### config.mk
export PLATFORM = sky130hd
export DESIGN_NAME = bmp24_to_rgb565_stream
export DESIGN_NICKNAME = d
export VERILOG_FILES = /design/src/design/b2r565_pkg.sv /design/src/design/b2r565_parser.sv /design/src/design/bmp24_to_rgb565_stream.sv
export VERILOG_INCLUDE_DIRS = /design/src /design/src/design
export SDC_FILE = /design/constraint.sdc
export NUM_CORES = 1
export LEC_CHECK = 0
export BUFFER_PORTS_ARGS = -buffer_cell sky130_fd_sc_hd__buf_2
export CORE_ASPECT_RATIO = 0.6
export CORE_MARGIN = 2
export CORE_UTILIZATION = 40
export CTS_CLUSTER_SIZE = 12
export DETAILED_ROUTE_END_ITERATION = 8
export PLACE_DENSITY = 0.68
export SYNTH_ARGS = -nofsm -noshare
export SYNTH_HDL_FRONTEND = slang
export SYNTH_SLANG_ARGS = --single-unit
### constraint.sdc
create_clock -name clk -period 4.9 [get_ports clk]
set_input_delay 0 -clock clk [delete_from_list [all_inputs] [get_ports clk]]
set_output_delay 0 -clock clk [all_outputs]
set_load 0.03 [all_outputs]
### src/design/bmp24_to_rgb565_stream_defines.svh
// Assertion macros shared by the BMP stream decoder modules.
`ifndef BMP24_TO_RGB565_STREAM_DEFINES_SVH
`define BMP24_TO_RGB565_STREAM_DEFINES_SVH
`ifndef SYNTHESIS
// Check a property on every clock edge outside reset.
`define B2R_ASSERT(lbl, prop) \
  lbl: assert property (@(posedge clk) disable iff (!rst_n) prop) \
    else $error("bmp24_to_rgb565_stream: assertion failed");
// Check a property on every clock edge, reset included.
`define B2R_ASSERT_ALWAYS(lbl, prop) \
  lbl: assert property (@(posedge clk) prop) \
    else $error("bmp24_to_rgb565_stream: assertion failed");
`else
`define B2R_ASSERT(lbl, prop)
`define B2R_ASSERT_ALWAYS(lbl, prop)
`endif
`endif

### src/design/b2r565_pkg.sv
// Types and constants for the BMP 24-bit to RGB565 stream decoder.
package b2r565_pkg;

  // Parser phase
  typedef enum logic [2:0] {
    PH_IDLE   = 3'd0,
    PH_HEADER = 3'd1,
    PH_GAP    = 3'd2,
    PH_PIXEL  = 3'd3,
    PH_PAD    = 3'd4
  } phase_t;

  // Result kind
  typedef enum logic [1:0] {
    KIND_PIXEL      = 2'd0,
    KIND_BAD_SIG    = 2'd1,
    KIND_BAD_FORMAT = 2'd2,
    KIND_BAD_OFFSET = 2'd3
  } kind_t;

  // One result item
  typedef struct packed {
    logic        valid;
    kind_t       kind;
    logic [15:0] colour;
    logic [15:0] pos_x;
    logic [15:0] pos_y;
    logic        last_pixel;
  } result_t;

  // Header layout: index of the last byte of each field
  localparam logic [5:0] HDR_SIGNATURE = 6'd1;
  localparam logic [5:0] HDR_OFFSET    = 6'd13;
  localparam logic [5:0] HDR_WIDTH     = 6'd21;
  localparam logic [5:0] HDR_HEIGHT    = 6'd25;
  localparam logic [5:0] HDR_PLANES    = 6'd27;
  localparam logic [5:0] HDR_BPP       = 6'd29;
  localparam logic [5:0] HDR_COMPRESS  = 6'd33;

  localparam logic [31:0] HEADER_BYTES = 32'd34;
  localparam logic [15:0] BM_SIGNATURE = 16'h4D42;
  localparam logic [15:0] PLANES_ONE   = 16'd1;
  localparam logic [15:0] BPP_24       = 16'd24;

  // Configuration port
  localparam int unsigned CFG_ADDR_W   = 3;
  localparam logic        REG_ORIGIN_X = 1'b0;
  localparam logic        REG_ORIGIN_Y = 1'b1;

endpackage

### src/design/b2r565_parser.sv
// BMP header parser and pixel assembler: updates parse state per byte transfer.
`include "bmp24_to_rgb565_stream_defines.svh"
module b2r565_parser (
  input  logic                clk,
  input  logic                rst_n,
  input  logic                byte_fire,
  input  logic [7:0]          data_byte,
  input  logic                file_start,
  input  logic [15:0]         origin_x,
  input  logic [15:0]         origin_y,
  output b2r565_pkg::result_t res
);

  b2r565_pkg::phase_t phase_r, phase_nxt, c_phase;
  logic [5:0]  count_r, count_nxt, c_count;
  logic [31:0] shift_r, shift_nxt, c_shift;
  logic [31:0] offset_r, offset_nxt, c_offset;
  logic [31:0] gap_r, gap_nxt, c_gap;
  logic [15:0] width_r, width_nxt, c_width;
  logic [15:0] height_r, height_nxt, c_height;
  logic        fmt_r, fmt_nxt, c_fmt;
  logic [15:0] col_r, col_nxt, c_col;
  logic [15:0] row_r, row_nxt, c_row;
  logic [1:0]  bip_r, bip_nxt, c_bip;
  logic [1:0]  pad_r, pad_nxt, c_pad;
  logic [7:0]  blue_r, blue_nxt, c_blue;
  logic [7:0]  green_r, green_nxt, c_green;
  logic [15:0] hi16;
  logic [15:0] col_inc;
  logic [15:0] row_inc;

  // Take the start-of-file values in place of the held state
  always_comb begin
    if (file_start) begin
      c_phase  = b2r565_pkg::PH_HEADER;
      c_count  = '0;
      c_shift  = '0;
      c_offset = '0;
      c_gap    = '0;
      c_width  = '0;
      c_height = '0;
      c_fmt    = 1'b1;
      c_col    = '0;
      c_row    = '0;
      c_bip    = '0;
      c_pad    = '0;
      c_blue   = '0;
      c_green  = '0;
    end else begin
      c_phase  = phase_r;
      c_count  = count_r;
      c_shift  = shift_r;
      c_offset = offset_r;
      c_gap    = gap_r;
      c_width  = width_r;
      c_height = height_r;
      c_fmt    = fmt_r;
      c_col    = col_r;
      c_row    = row_r;
      c_bip    = bip_r;
      c_pad    = pad_r;
      c_blue   = blue_r;
      c_green  = green_r;
    end
  end

  // Upper half of the header word once this byte is shifted in
  assign hi16    = {data_byte, c_shift[31:24]};
  assign col_inc = c_col + 16'd1;
  assign row_inc = c_row + 16'd1;

  // Next state and result for the byte on the input
  always_comb begin
    phase_nxt  = c_phase;
    count_nxt  = c_count;
    shift_nxt  = c_shift;
    offset_nxt = c_offset;
    gap_nxt    = c_gap;
    width_nxt  = c_width;
    height_nxt = c_height;
    fmt_nxt    = c_fmt;
    col_nxt    = c_col;
    row_nxt    = c_row;
    bip_nxt    = c_bip;
    pad_nxt    = c_pad;
    blue_nxt   = c_blue;
    green_nxt  = c_green;
    res        = '0;
    res.kind   = b2r565_pkg::KIND_PIXEL;

    case (c_phase)
      b2r565_pkg::PH_HEADER: begin
        shift_nxt = {data_byte, c_shift[31:8]};
        count_nxt = c_count + 6'd1;
        case (c_count)
          b2r565_pkg::HDR_SIGNATURE: begin
            if (hi16 != b2r565_pkg::BM_SIGNATURE) begin
              phase_nxt = b2r565_pkg::PH_IDLE;
              res.valid = 1'b1;
              res.kind  = b2r565_pkg::KIND_BAD_SIG;
            end
          end
          b2r565_pkg::HDR_OFFSET: begin
            offset_nxt = shift_nxt;
          end
          b2r565_pkg::HDR_WIDTH: begin
            if (hi16 != 16'd0) fmt_nxt = 1'b0;
            width_nxt = shift_nxt[15:0];
          end
          b2r565_pkg::HDR_HEIGHT: begin
            if (hi16 != 16'd0) fmt_nxt = 1'b0;
            height_nxt = shift_nxt[15:0];
          end
          b2r565_pkg::HDR_PLANES: begin
            if (hi16 != b2r565_pkg::PLANES_ONE) fmt_nxt = 1'b0;
          end
          b2r565_pkg::HDR_BPP: begin
            if (hi16 != b2r565_pkg::BPP_24) fmt_nxt = 1'b0;
          end
          b2r565_pkg::HDR_COMPRESS: begin
            fmt_nxt = c_fmt && (shift_nxt == 32'd0);
            if (!fmt_nxt) begin
              phase_nxt = b2r565_pkg::PH_IDLE;
              res.valid = 1'b1;
              res.kind  = b2r565_pkg::KIND_BAD_FORMAT;
            end else if (c_offset < b2r565_pkg::HEADER_BYTES) begin
              phase_nxt = b2r565_pkg::PH_IDLE;
              res.valid = 1'b1;
              res.kind  = b2r565_pkg::KIND_BAD_OFFSET;
            end else if (c_width == 16'd0 || c_height == 16'd0) begin
              phase_nxt = b2r565_pkg::PH_IDLE;
            end else begin
              gap_nxt   = c_offset - b2r565_pkg::HEADER_BYTES;
              phase_nxt = (gap_nxt == 32'd0) ? b2r565_pkg::PH_PIXEL
                                             : b2r565_pkg::PH_GAP;
            end
          end
          default: begin
          end
        endcase
      end
      b2r565_pkg::PH_GAP: begin
        // Skip bytes up to the pixel data
        gap_nxt = c_gap - 32'd1;
        if (gap_nxt == 32'd0) phase_nxt = b2r565_pkg::PH_PIXEL;
      end
      b2r565_pkg::PH_PIXEL: begin
        if (c_bip == 2'd0) begin
          blue_nxt = data_byte;
          bip_nxt  = 2'd1;
        end else if (c_bip == 2'd1) begin
          green_nxt = data_byte;
          bip_nxt   = 2'd2;
        end else begin
          // Red byte closes the pixel
          bip_nxt        = 2'd0;
          res.valid      = 1'b1;
          res.colour     = {data_byte[7:3], c_green[7:2], c_blue[7:3]};
          res.pos_x      = origin_x + c_col;
          res.pos_y      = origin_y + c_height - 16'd1 - c_row;
          res.last_pixel = (c_row == c_height - 16'd1) && (c_col == c_width - 16'd1);
          col_nxt        = col_inc;
          if (col_inc == c_width) begin
            col_nxt = '0;
            row_nxt = row_inc;
            if (row_inc == c_height) begin
              phase_nxt = b2r565_pkg::PH_IDLE;
            end else begin
              pad_nxt = c_width[1:0];
              if (c_width[1:0] != 2'd0) phase_nxt = b2r565_pkg::PH_PAD;
            end
          end
        end
      end
      b2r565_pkg::PH_PAD: begin
        // Drop row padding
        pad_nxt = c_pad - 2'd1;
        if (pad_nxt == 2'd0) phase_nxt = b2r565_pkg::PH_PIXEL;
      end
      default: begin
      end
    endcase
  end

  // Advance the parse state on each byte transfer
  always_ff @(posedge clk) begin
    if (!rst_n) begin
      phase_r  <= b2r565_pkg::PH_IDLE;
      count_r  <= '0;
      shift_r  <= '0;
      offset_r <= '0;
      gap_r    <= '0;
      width_r  <= '0;
      height_r <= '0;
      fmt_r    <= 1'b1;
      col_r    <= '0;
      row_r    <= '0;
      bip_r    <= '0;
      pad_r    <= '0;
      blue_r   <= '0;
      green_r  <= '0;
    end else if (byte_fire) begin
      phase_r  <= phase_nxt;
      count_r  <= count_nxt;
      shift_r  <= shift_nxt;
      offset_r <= offset_nxt;
      gap_r    <= gap_nxt;
      width_r  <= width_nxt;
      height_r <= height_nxt;
      fmt_r    <= fmt_nxt;
      col_r    <= col_nxt;
      row_r    <= row_nxt;
      bip_r    <= bip_nxt;
      pad_r    <= pad_nxt;
      blue_r   <= blue_nxt;
      green_r  <= green_nxt;
    end
  end

  `B2R_ASSERT(a_pad_nonzero, (phase_r == b2r565_pkg::PH_PAD) |-> (pad_r != 2'd0))
  `B2R_ASSERT(a_pixel_dims, (phase_r == b2r565_pkg::PH_PIXEL) |-> (|width_r && |height_r))
  `B2R_ASSERT(a_pad_dims, (phase_r == b2r565_pkg::PH_PAD) |-> (|width_r && |height_r))
  `B2R_ASSERT(a_byte_slot, bip_r != 2'd3)
  `B2R_ASSERT(a_gap_nonzero, (phase_r == b2r565_pkg::PH_GAP) |-> (gap_r != 32'd0))

endmodule

### src/design/bmp24_to_rgb565_stream.sv
// Top level: BMP 24-bit byte stream to RGB565 pixels with screen coordinates.
//
//   channel   direction  handshake            payload
//   in_       in         in_valid/in_ready    in_data_byte, in_file_start
//   out_      out        out_valid/out_ready  out_kind, out_colour, out_pos_x,
//                                             out_pos_y, out_last_pixel
//   config    in         psel/penable/pready  paddr, pwrite, pwdata, prdata
//
// One byte is taken per cycle unless a full output register that is not taken
// holds in_ready low; the output register takes a result in the cycle after
// the byte that completes it. The byte is parsed in a single pass between the
// parse state and the output register. Reset (rst_n low, synchronous) idles
// the parser until a byte with in_file_start set, and clears both origins.
`include "bmp24_to_rgb565_stream_defines.svh"
module bmp24_to_rgb565_stream (
  input  logic                                  clk,
  input  logic                                  rst_n,
  input  logic                                  in_valid,
  output logic                                  in_ready,
  input  logic [7:0]                            in_data_byte,
  input  logic                                  in_file_start,
  output logic                                  out_valid,
  input  logic                                  out_ready,
  output logic [1:0]                            out_kind,
  output logic [15:0]                           out_colour,
  output logic signed [15:0]                    out_pos_x,
  output logic signed [15:0]                    out_pos_y,
  output logic                                  out_last_pixel,
  input  logic                                  psel,
  input  logic                                  penable,
  input  logic                                  pwrite,
  input  logic [b2r565_pkg::CFG_ADDR_W-1:0]     paddr,
  input  logic [31:0]                           pwdata,
  output logic [31:0]                           prdata,
  output logic                                  pready
);

  logic                signed [15:0] origin_x_r;
  logic                signed [15:0] origin_y_r;
  logic                cfg_write;
  logic                in_fire;
  b2r565_pkg::result_t res;
  b2r565_pkg::result_t out_r;
  logic                out_valid_r;

  // Configuration registers
  assign pready    = 1'b1;
  assign cfg_write = psel && penable && pwrite && pready;

  always_ff @(posedge clk) begin
    if (!rst_n) begin
      origin_x_r <= '0;
      origin_y_r <= '0;
    end else if (cfg_write) begin
      if (paddr[2] == b2r565_pkg::REG_ORIGIN_X) origin_x_r <= pwdata[15:0];
      else                                      origin_y_r <= pwdata[15:0];
    end
  end

  always_comb begin
    if (paddr[2] == b2r565_pkg::REG_ORIGIN_X) prdata = {{16{origin_x_r[15]}}, origin_x_r};
    else                                      prdata = {{16{origin_y_r[15]}}, origin_y_r};
  end

  // Accept a byte whenever the output register is free or being emptied
  assign in_ready = !out_valid_r || out_ready;
  assign in_fire  = in_valid && in_ready;

  b2r565_parser u_parser (
    .clk        (clk),
    .rst_n      (rst_n),
    .byte_fire  (in_fire),
    .data_byte  (in_data_byte),
    .file_start (in_file_start),
    .origin_x   (origin_x_r),
    .origin_y   (origin_y_r),
    .res        (res)
  );

  // Output register: load a new result, drop a taken one
  always_ff @(posedge clk) begin
    if (!rst_n) begin
      out_valid_r <= 1'b0;
    end else if (in_fire) begin
      out_valid_r <= res.valid;
    end else if (out_ready) begin
      out_valid_r <= 1'b0;
    end
  end

  always_ff @(posedge clk) begin
    if (in_fire && res.valid) begin
      out_r <= res;
    end
  end

  assign out_valid      = out_valid_r;
  assign out_kind       = out_r.kind;
  assign out_colour     = out_r.colour;
  assign out_pos_x      = $signed(out_r.pos_x);
  assign out_pos_y      = $signed(out_r.pos_y);
  assign out_last_pixel = out_r.last_pixel;

  `B2R_ASSERT(a_ready_when_empty, !out_valid_r |-> in_ready)
  `B2R_ASSERT(a_no_overwrite, (out_valid_r && !out_ready) |-> !in_fire)
  `B2R_ASSERT(a_error_payload, (out_valid_r && out_r.kind != b2r565_pkg::KIND_PIXEL) |-> (out_r.colour == 16'd0 && out_r.last_pixel == 1'b0 && out_r.pos_x == 16'd0 && out_r.pos_y == 16'd0))
  `B2R_ASSERT_ALWAYS(a_reset_empties, !rst_n |=> !out_valid_r)

endmodule
After elaboration in Yosys (flattened, before gate mapping)
Cells that the tools add are included.
Word-level totals
  memories kept: 0
  output and inout bits: 86
  bits in writable memories: 0
  register bits: 266
  latch bits: 0
  memory bits (read-only): 0
  input bits: 51
  word-level logic and storage cells: 156
Cells by class
  reduce and logical (&&, ||, !) cells: 23
  divide/modulo/power cells: 0
  muxes and demuxes: 77
  multipliers: 0
  add/subtract/negate cells: 12
  equality and inequality tests: 19
  shift operators: 0
  order comparisons: 1
  bitwise gates (word level): 2
Operators by type and width (count)
  32-bit two-way mux: 11
  16-bit two-way mux: 16
  32-bit zero test: 3
  16-bit equality test: 4
  32-bit one-hot mux with 2 select lines: 1
  8-bit two-way mux: 7
  16-bit by 1-bit subtractor with 16-bit output (second input constant): 3
  3-bit two-way mux: 15
  16-bit by 1-bit adder with 16-bit output (second input constant): 2
  16-bit adder: 2
  16-bit zero test: 2
  32-bit by 6-bit less-than comparator with 1-bit output (second input constant): 1
  32-bit by 1-bit subtractor with 32-bit output (second input constant): 1
  32-bit by 6-bit subtractor with 32-bit output (second input constant): 1
  6-bit by 5-bit equality test with 1-bit output (second input constant): 4
  2-bit two-way mux: 9
  16-bit by 1-bit inequality test with 1-bit output (second input constant): 1
  16-bit by 15-bit inequality test with 1-bit output (second input constant): 1
  16-bit by 5-bit inequality test with 1-bit output (second input constant): 1
  16-bit nonzero test: 1
  16-bit subtractor: 1
  6-bit two-way mux: 2
  3-bit one-hot mux with 2 select lines: 2
  3-bit one-hot mux with 4 select lines: 1
  other kinds (22): 42

Logic depth before layout (Yosys ltp)
  depth in word-level cells: 9
  gate-level depth with buffers: 24
  mapped depth without buffers: 16

Hierarchy
From an unflattened synthesis, not the netlist that was laid out.
Second synthesis, totals
  cell total of the unflattened synthesis: 2311
  area total of the unflattened synthesis: 18141.1 sq um
Modules (own cells, without submodules)
  b2r565_parser: times used 1, seq. area each 3543.4 sq um, cells each 2096, area each 14981.9 sq um
  bmp24_to_rgb565_stream: times used 1, seq. area each 2192.1 sq um, cells each 215, area each 3159.3 sq um

Worst setup path after synthesis
Ideal clock, no wire load.
  path kind: register to register
  start: register u_parser.offset_r[12]
  end: register out_r, in the netlist out_colour[0] (enable)
  path buffers: 0
  data required time: 4.422 ns
  cell stages (with the launch flop): 8
  data arrival time: 4.666 ns
  path slack: -0.244 ns
  period minus slack after synthesis: 5.144 ns
  setup time: 0.478 ns
  cell sequence: dfxtp_1 -> or4_1 -> nand2b_1 -> nor4_2 -> a21oi_1 -> a21oi_1 -> o21ai_0 -> a21oi_1
Between the ends
  cells in the longest elaborated chain, start to end: 7
RTL lines
  from (decl): RTL line b2r565_parser.sv:17  | logic [31:0] offset_r, offset_nxt, c_offset;
  from (signal assigned): RTL line b2r565_parser.sv:206  | offset_r <= offset_nxt;
  32-bit two-way mux: RTL line b2r565_parser.sv:34  | if (file_start) begin
  32-bit by 6-bit less-than comparator with 1-bit output: RTL line b2r565_parser.sv:126  | end else if (c_offset < b2r565_pkg::HEADER_BYTES) begin
  3-bit two-way mux: RTL line b2r565_parser.sv:126
  3-bit two-way mux: RTL line b2r565_parser.sv:122  | if (!fmt_nxt) begin
  3-bit one-hot mux with 2 select lines: RTL line b2r565_parser.sv:95  | case (c_count)
  1-bit one-hot mux with 2 select lines: RTL line b2r565_parser.sv:91  | case (c_phase)
  1-bit logical AND: RTL line bmp24_to_rgb565_stream.sv:92  | if (in_fire && res.valid) begin
  to (signal assigned): RTL line bmp24_to_rgb565_stream.sv:93  | out_r <= res;
  to (decl): RTL line bmp24_to_rgb565_stream.sv:43  | b2r565_pkg::result_t out_r;
No other way between the ends.
A chain may end at the register's enable or synchronous reset.

Worst setup path after layout
  start: input port in_file_start
  end: register u_parser.pad_r[0]
Between the ends
  cells in the longest elaborated chain, start to end: 8
  elaborated cells between the ends (all ways): 21
  those cells by class: 3 x add/sub; 5 x eq/ne; 12 x mux; 1 x reduce/logical
RTL lines
  from (decl): RTL line bmp24_to_rgb565_stream.sv:21  | input logic in_file_start,
  16-bit two-way mux: RTL line b2r565_parser.sv:34
  16-bit by 1-bit adder with 16-bit output: RTL line b2r565_parser.sv:70  | assign row_inc = c_row + 16'd1;
  16-bit equality test: RTL line b2r565_parser.sv:166  | if (row_inc == c_height) begin
  2-bit two-way mux: RTL line b2r565_parser.sv:166
  2-bit two-way mux: RTL line b2r565_parser.sv:163  | if (col_inc == c_width) begin
  2-bit two-way mux: RTL line b2r565_parser.sv:151  | end else if (c_bip == 2'd1) begin
  2-bit two-way mux: RTL line b2r565_parser.sv:148  | if (c_bip == 2'd0) begin
  2-bit one-hot mux with 2 select lines (*): RTL line b2r565_parser.sv:91
  to (signal assigned): RTL line b2r565_parser.sv:214  | pad_r <= pad_nxt;
  to (decl): RTL line b2r565_parser.sv:25  | logic [1:0] pad_r, pad_nxt, c_pad;
Mark *: on every way between the ends. The rest lies on a longest branch, timed or not.

==> flow_summary_export.csv <==
group,metric,value,unit
routing,detail_route.first_pass.iterations,8,
cells_and_area,area_delta_synth_final,11.3,%
routing,drtAntennaViolNets,0,
placement,gp_congestion,0.988,
global_routing,grt_first_pass_wirelength,94200,um
clock_network,tritoncts,"yes",
routing,dr_total_vias,18100,
cells_and_area,final_util,0.453,
logic_synthesis,synth_fp_nets,2410,
clock_network,htreeDepth,1,
floorplan,floorplan.initialDensity,0.407,
timing,setup-tns-final,0,ns
timing,drv_slew,0,
floorplan,std_cell_rows,59,
setup_path,timing.critical_path.required,5.38,ns
power_and_ir_drop,maximum_vdd_ir_drop,247,uV
logic_synthesis,synth.yosys.warnings,0,
logic_synthesis,ys_seq_elements,261,
timing,final_setup_violation_count,0,
logic_synthesis,synthDistinctLibCells,86,
clock_network,clkLatencyLatePin,0.58,ns
logic_synthesis,postSynth.topFlopCell,"dfxtp_1",
timing,max-slew-margin-rel,0.0879,
timing,crit_path_time_final,4.17,ns
floorplan,floorplan.io_pins,137,
routing,remaining_drc_errors,0,
timing,unrepaired_setup_endpoints_after_global_routing,"no",
power_and_ir_drop,net-switching-power,1.38,mW
logic_synthesis,mappedNetlistArea,0.0177,mm2
power_and_ir_drop,share_comb_of_total_power,0.120,
logic_synthesis,synth_async_sr_flop_share,0,
cells_and_area,sequential_cell_area_in_the_final_layout,0.00574,mm2
clock_network,cts_buffers,28,
setup_path,worst-endpoint-arrival,4.65,ns
setup_path,critPathMaxFanout,24,
logic_synthesis,post_syn_area_per_cell,7.67,um2
timing,layout_worst_path_cycle_share,0.851,
power_and_ir_drop,power.total,4.91,mW
cells_and_area,multi_input_area,0.0108,mm2
power_and_ir_drop,share_clk_of_total_power,0.421,
power_and_ir_drop,power.share.switching,0.281,
power_and_ir_drop,internal_power,3.53,mW
outcome,run_status,"finished clean",
logic_synthesis,synth_seq_area_share,0.325,
logic_synthesis,post_synth_inst_count,2303,
power_and_ir_drop,pwr-share-seq,0.459,
floorplan,core_area,0.0434,mm2
floorplan,die_y,167,um
floorplan,chipWidth,275,um
logic_synthesis,synth_enable_flop_cells,51,
floorplan,die-area,0.0459,mm2
clock_network,path_clk_slew,0.06,ns
clock_network,cts_buffer_depth,3,
clock_network,cts_resized,0,
placement,dpl_cell_area,0.0185,mm2
global_routing,largest_net_degree_at_the_start_of_global_routing,67,
global_routing,grt_pass1_vias,16200,
cells_and_area,layout.cell_area.non_filler,0.0197,mm2
global_routing,antenna_found_initial,1,
routing,drt_iter0_drc,2434,
min_path,hold_class,"in -> reg",
timing,timing_hold_violations_final,0,
power_and_ir_drop,power.density,250,mW/mm2
timing,fmaxAchievable,240,MHz
power_and_ir_drop,power.leakage,7.50,nW
setup_path,cp-start-kind,"input pin",
setup_path,type_of_destination_of_the_critical_path,"flop",
cells_and_area,diodes,0,
routing,routed_wire_length,60600,um
cells_and_area,layout-drive-gt1-share,0.108,
routing,wl_per_cell,20.7,um
clock_network,cts_setup_buffers,0,
placement,detailed_place_hpwl,43800,um
clock_network,clk_root_buffer_cell,"clkbuf_16",
routing,via_density_per_instance,6.16,
timing,worst-slew-pin-transition,1.36,ns
run,max-cap-violations,0,
global_routing,grt_overflow,0,
clock_network,clock_sinks,261,
global_routing,overall_fraction_of_global_route_tracks_in_use,0.257,
cells_and_area,num-fill-cells,4255,
placement,port_buffers,117,
timing,worst_clock_skew,0.0278,ns
setup_path,critical_path_class,"in -> reg",
cells_and_area,layout.nets,2443,
-- cell type report --
| type | instances | share of cell area |
|---|---|---|
| Tap cell | 579 | 0.0369 |
| Clock buffer | 42 | 0.0388 |
| Inverter | 82 | 0.0158 |
| Clock inverter | 8 | 0.00439 |
| Timing Repair Buffer | 191 | 0.0622 |
| Multi-Input combinational cell | 1772 | 0.550 |
| Sequential cell | 261 | 0.292 |
-- placed cells by master, fill, tap and decap left out, types with 30 or more instances in the layout --
master / netlist / routed
nand2_1: 255 / 255
and3_1: 46 / 46
nor4_1: 47 / 47
dlygate4sd3_1: 0 / 30
nor2_1: 256 / 252
ha_1: 39 / 39
a22oi_1: 88 / 88
o21ai_0: 121 / 121
edfxtp_1: 51 / 51
nor3_1: 83 / 82
a21oi_1: 182 / 181
or3_1: 40 / 40
buf_4: 18 / 44
nor2b_1: 56 / 56
a31oi_1: 36 / 36
xnor2_1: 73 / 73
nand3_1: 51 / 51
xor2_1: 50 / 50
buf_2: 26 / 116
inv_1: 82 / 80
dfxtp_1: 210 / 210
-- state kept, by name (all words and copies together), names as in the netlist, 16 cells and up --
register / cells
origin_y_r: 16
u_parser.height_r: 16
u_parser.shift_r: 24
origin_x_r: 16
out_colour: 16
out_pos_x: 16
u_parser.gap_r: 32
u_parser.offset_r: 32
out_pos_y: 16
u_parser.row_r: 16
u_parser.col_r: 16
u_parser.width_r: 16
-- power by group through the flow --
stage	combinational, mW	clock [mW]	sequential, mW
after global routing	0.635	2.19	2.25
after CTS	0.569	2.10	2.25
after detailed placement	0.547	0	2.30
after floorplan	0.408	0	2.27
after global placement	0.536	0	2.29
final	0.589	2.07	2.25
-- cells by family (layout without fill, tap and decap cells) --
| kind of cell | count (synthesis) | in the layout | synth area share |
|---|---|---|---|
| fa+ha+maj | 56 | 56 | 0.0469 |
| mux | 27 | 27 | 0.0165 |
| compound gates | 606 | 606 | 0.219 |
| xor+xnor | 123 | 123 | 0.0610 |
| other cells | 1 | 1 | 0.000212 |
| flops | 261 | 261 | 0.325 |
| simple gates | 959 | 959 | 0.267 |
| buf+inv | 270 | 323 | 0.0643 |
-- what timing repair did --
item	4_1_cts	5_1_grt
hold buffers	30	0
hold endpoints to repair	88	0
endpoints found under the setup margin	0	0
-- cell usage after synthesis (all sizes together), types with 5 or more instances --
library cell	n	area share
nor2	256	0.054
nand2	255	0.054
dfxtp	210	0.24
a21oi	182	0.052
o21ai	133	0.038
clkbuf	127	0.027
a22oi	88	0.037
nor3	86	0.025
inv	82	0.017
xnor2	73	0.036
buf	61	0.020
nor2b	56	0.020
nand3	53	0.016
nor4	53	0.021
edfxtp	51	0.087
xor2	50	0.025
and3	46	0.016
or3	40	0.014
ha	39	0.028
a31oi	36	0.013
nand4	29	0.011
nand2b	19	0.0067
o21a	19	0.0081
and2	17	0.0060
fa	17	0.019
mux2	17	0.011
o22ai	15	0.0053
a21o	13	0.0055
o211ai	13	0.0055
a211oi	12	0.0051
o31ai	12	0.0051
mux2i	10	0.0057
or4	10	0.0049
a2111oi	9	0.0066
nand3b	8	0.0034
nor3b	7	0.0030
o41ai	7	0.0035
nand4b	5	0.0025
nor4b	5	0.0025
o21bai	5	0.0021
o311ai	5	0.0025
o31a	5	0.0025
-- metal layers --
| metal | global-route usage | vias up | routed length, um |
|---|---|---|---|
| li1 | - | 8311 | - |
| met2 | 0.333 | 1079 | 23100 |
| met1 | 0.404 | 8606 | 28200 |
| met3 | 0.0852 | 82 | 8400 |
| met5 | 0 | - | 13 |
| met4 | 0.0428 | 2 | 911 |
-- worst paths after layout --
kind,slack (ns),depth (start not counted),start,end
min,0.12,5,penable,origin_x_r[3]$_SDFFE_PN0P_
max reg2reg,0.95,12,u_parser.col_r[0]$_SDFFE_PN0P_,u_parser.row_r[7]$_SDFFE_PN0P_
min reg2reg,0.47,2,u_parser.green_r[7]$_SDFFE_PN0P_,u_parser.green_r[7]$_SDFFE_PN0P_
max,0.73,16,in_file_start,u_parser.pad_r[0]$_SDFFE_PN0P_
-- critical path, stage by stage --
cell and delay (ns):
dlygate4sd3_1 0.57, buf_6 0.19, inv_2 0.33, buf_4 0.32
nand2_1 0.12, inv_1 0.08, ha_1 0.27, nand3_1 0.23
nor3_2 0.49, nand2_1 0.19, a22oi_1 0.19, a41oi_1 0.16
nor4_2 0.86, nor3_2 0.13, and3_1 0.23, a2111oi_2 0.25
-- stage by stage --
| step | hold WS (ns) | cells | worst slack (ns) |
|---|---|---|---|
| after global placement | 0.252 | 2855 | 0.981 |
| after global routing | 0.157 | 2935 | 0.387 |
| final | 0.124 | 2935 | 0.732 |
| after CTS | 0.0870 | 2935 | 0.861 |
| after floorplan | 0.136 | 2303 | 0.219 |
| after detailed placement | 0.259 | 2855 | 0.902 |
No activity file was read; power rests on OpenSTA's default activity.
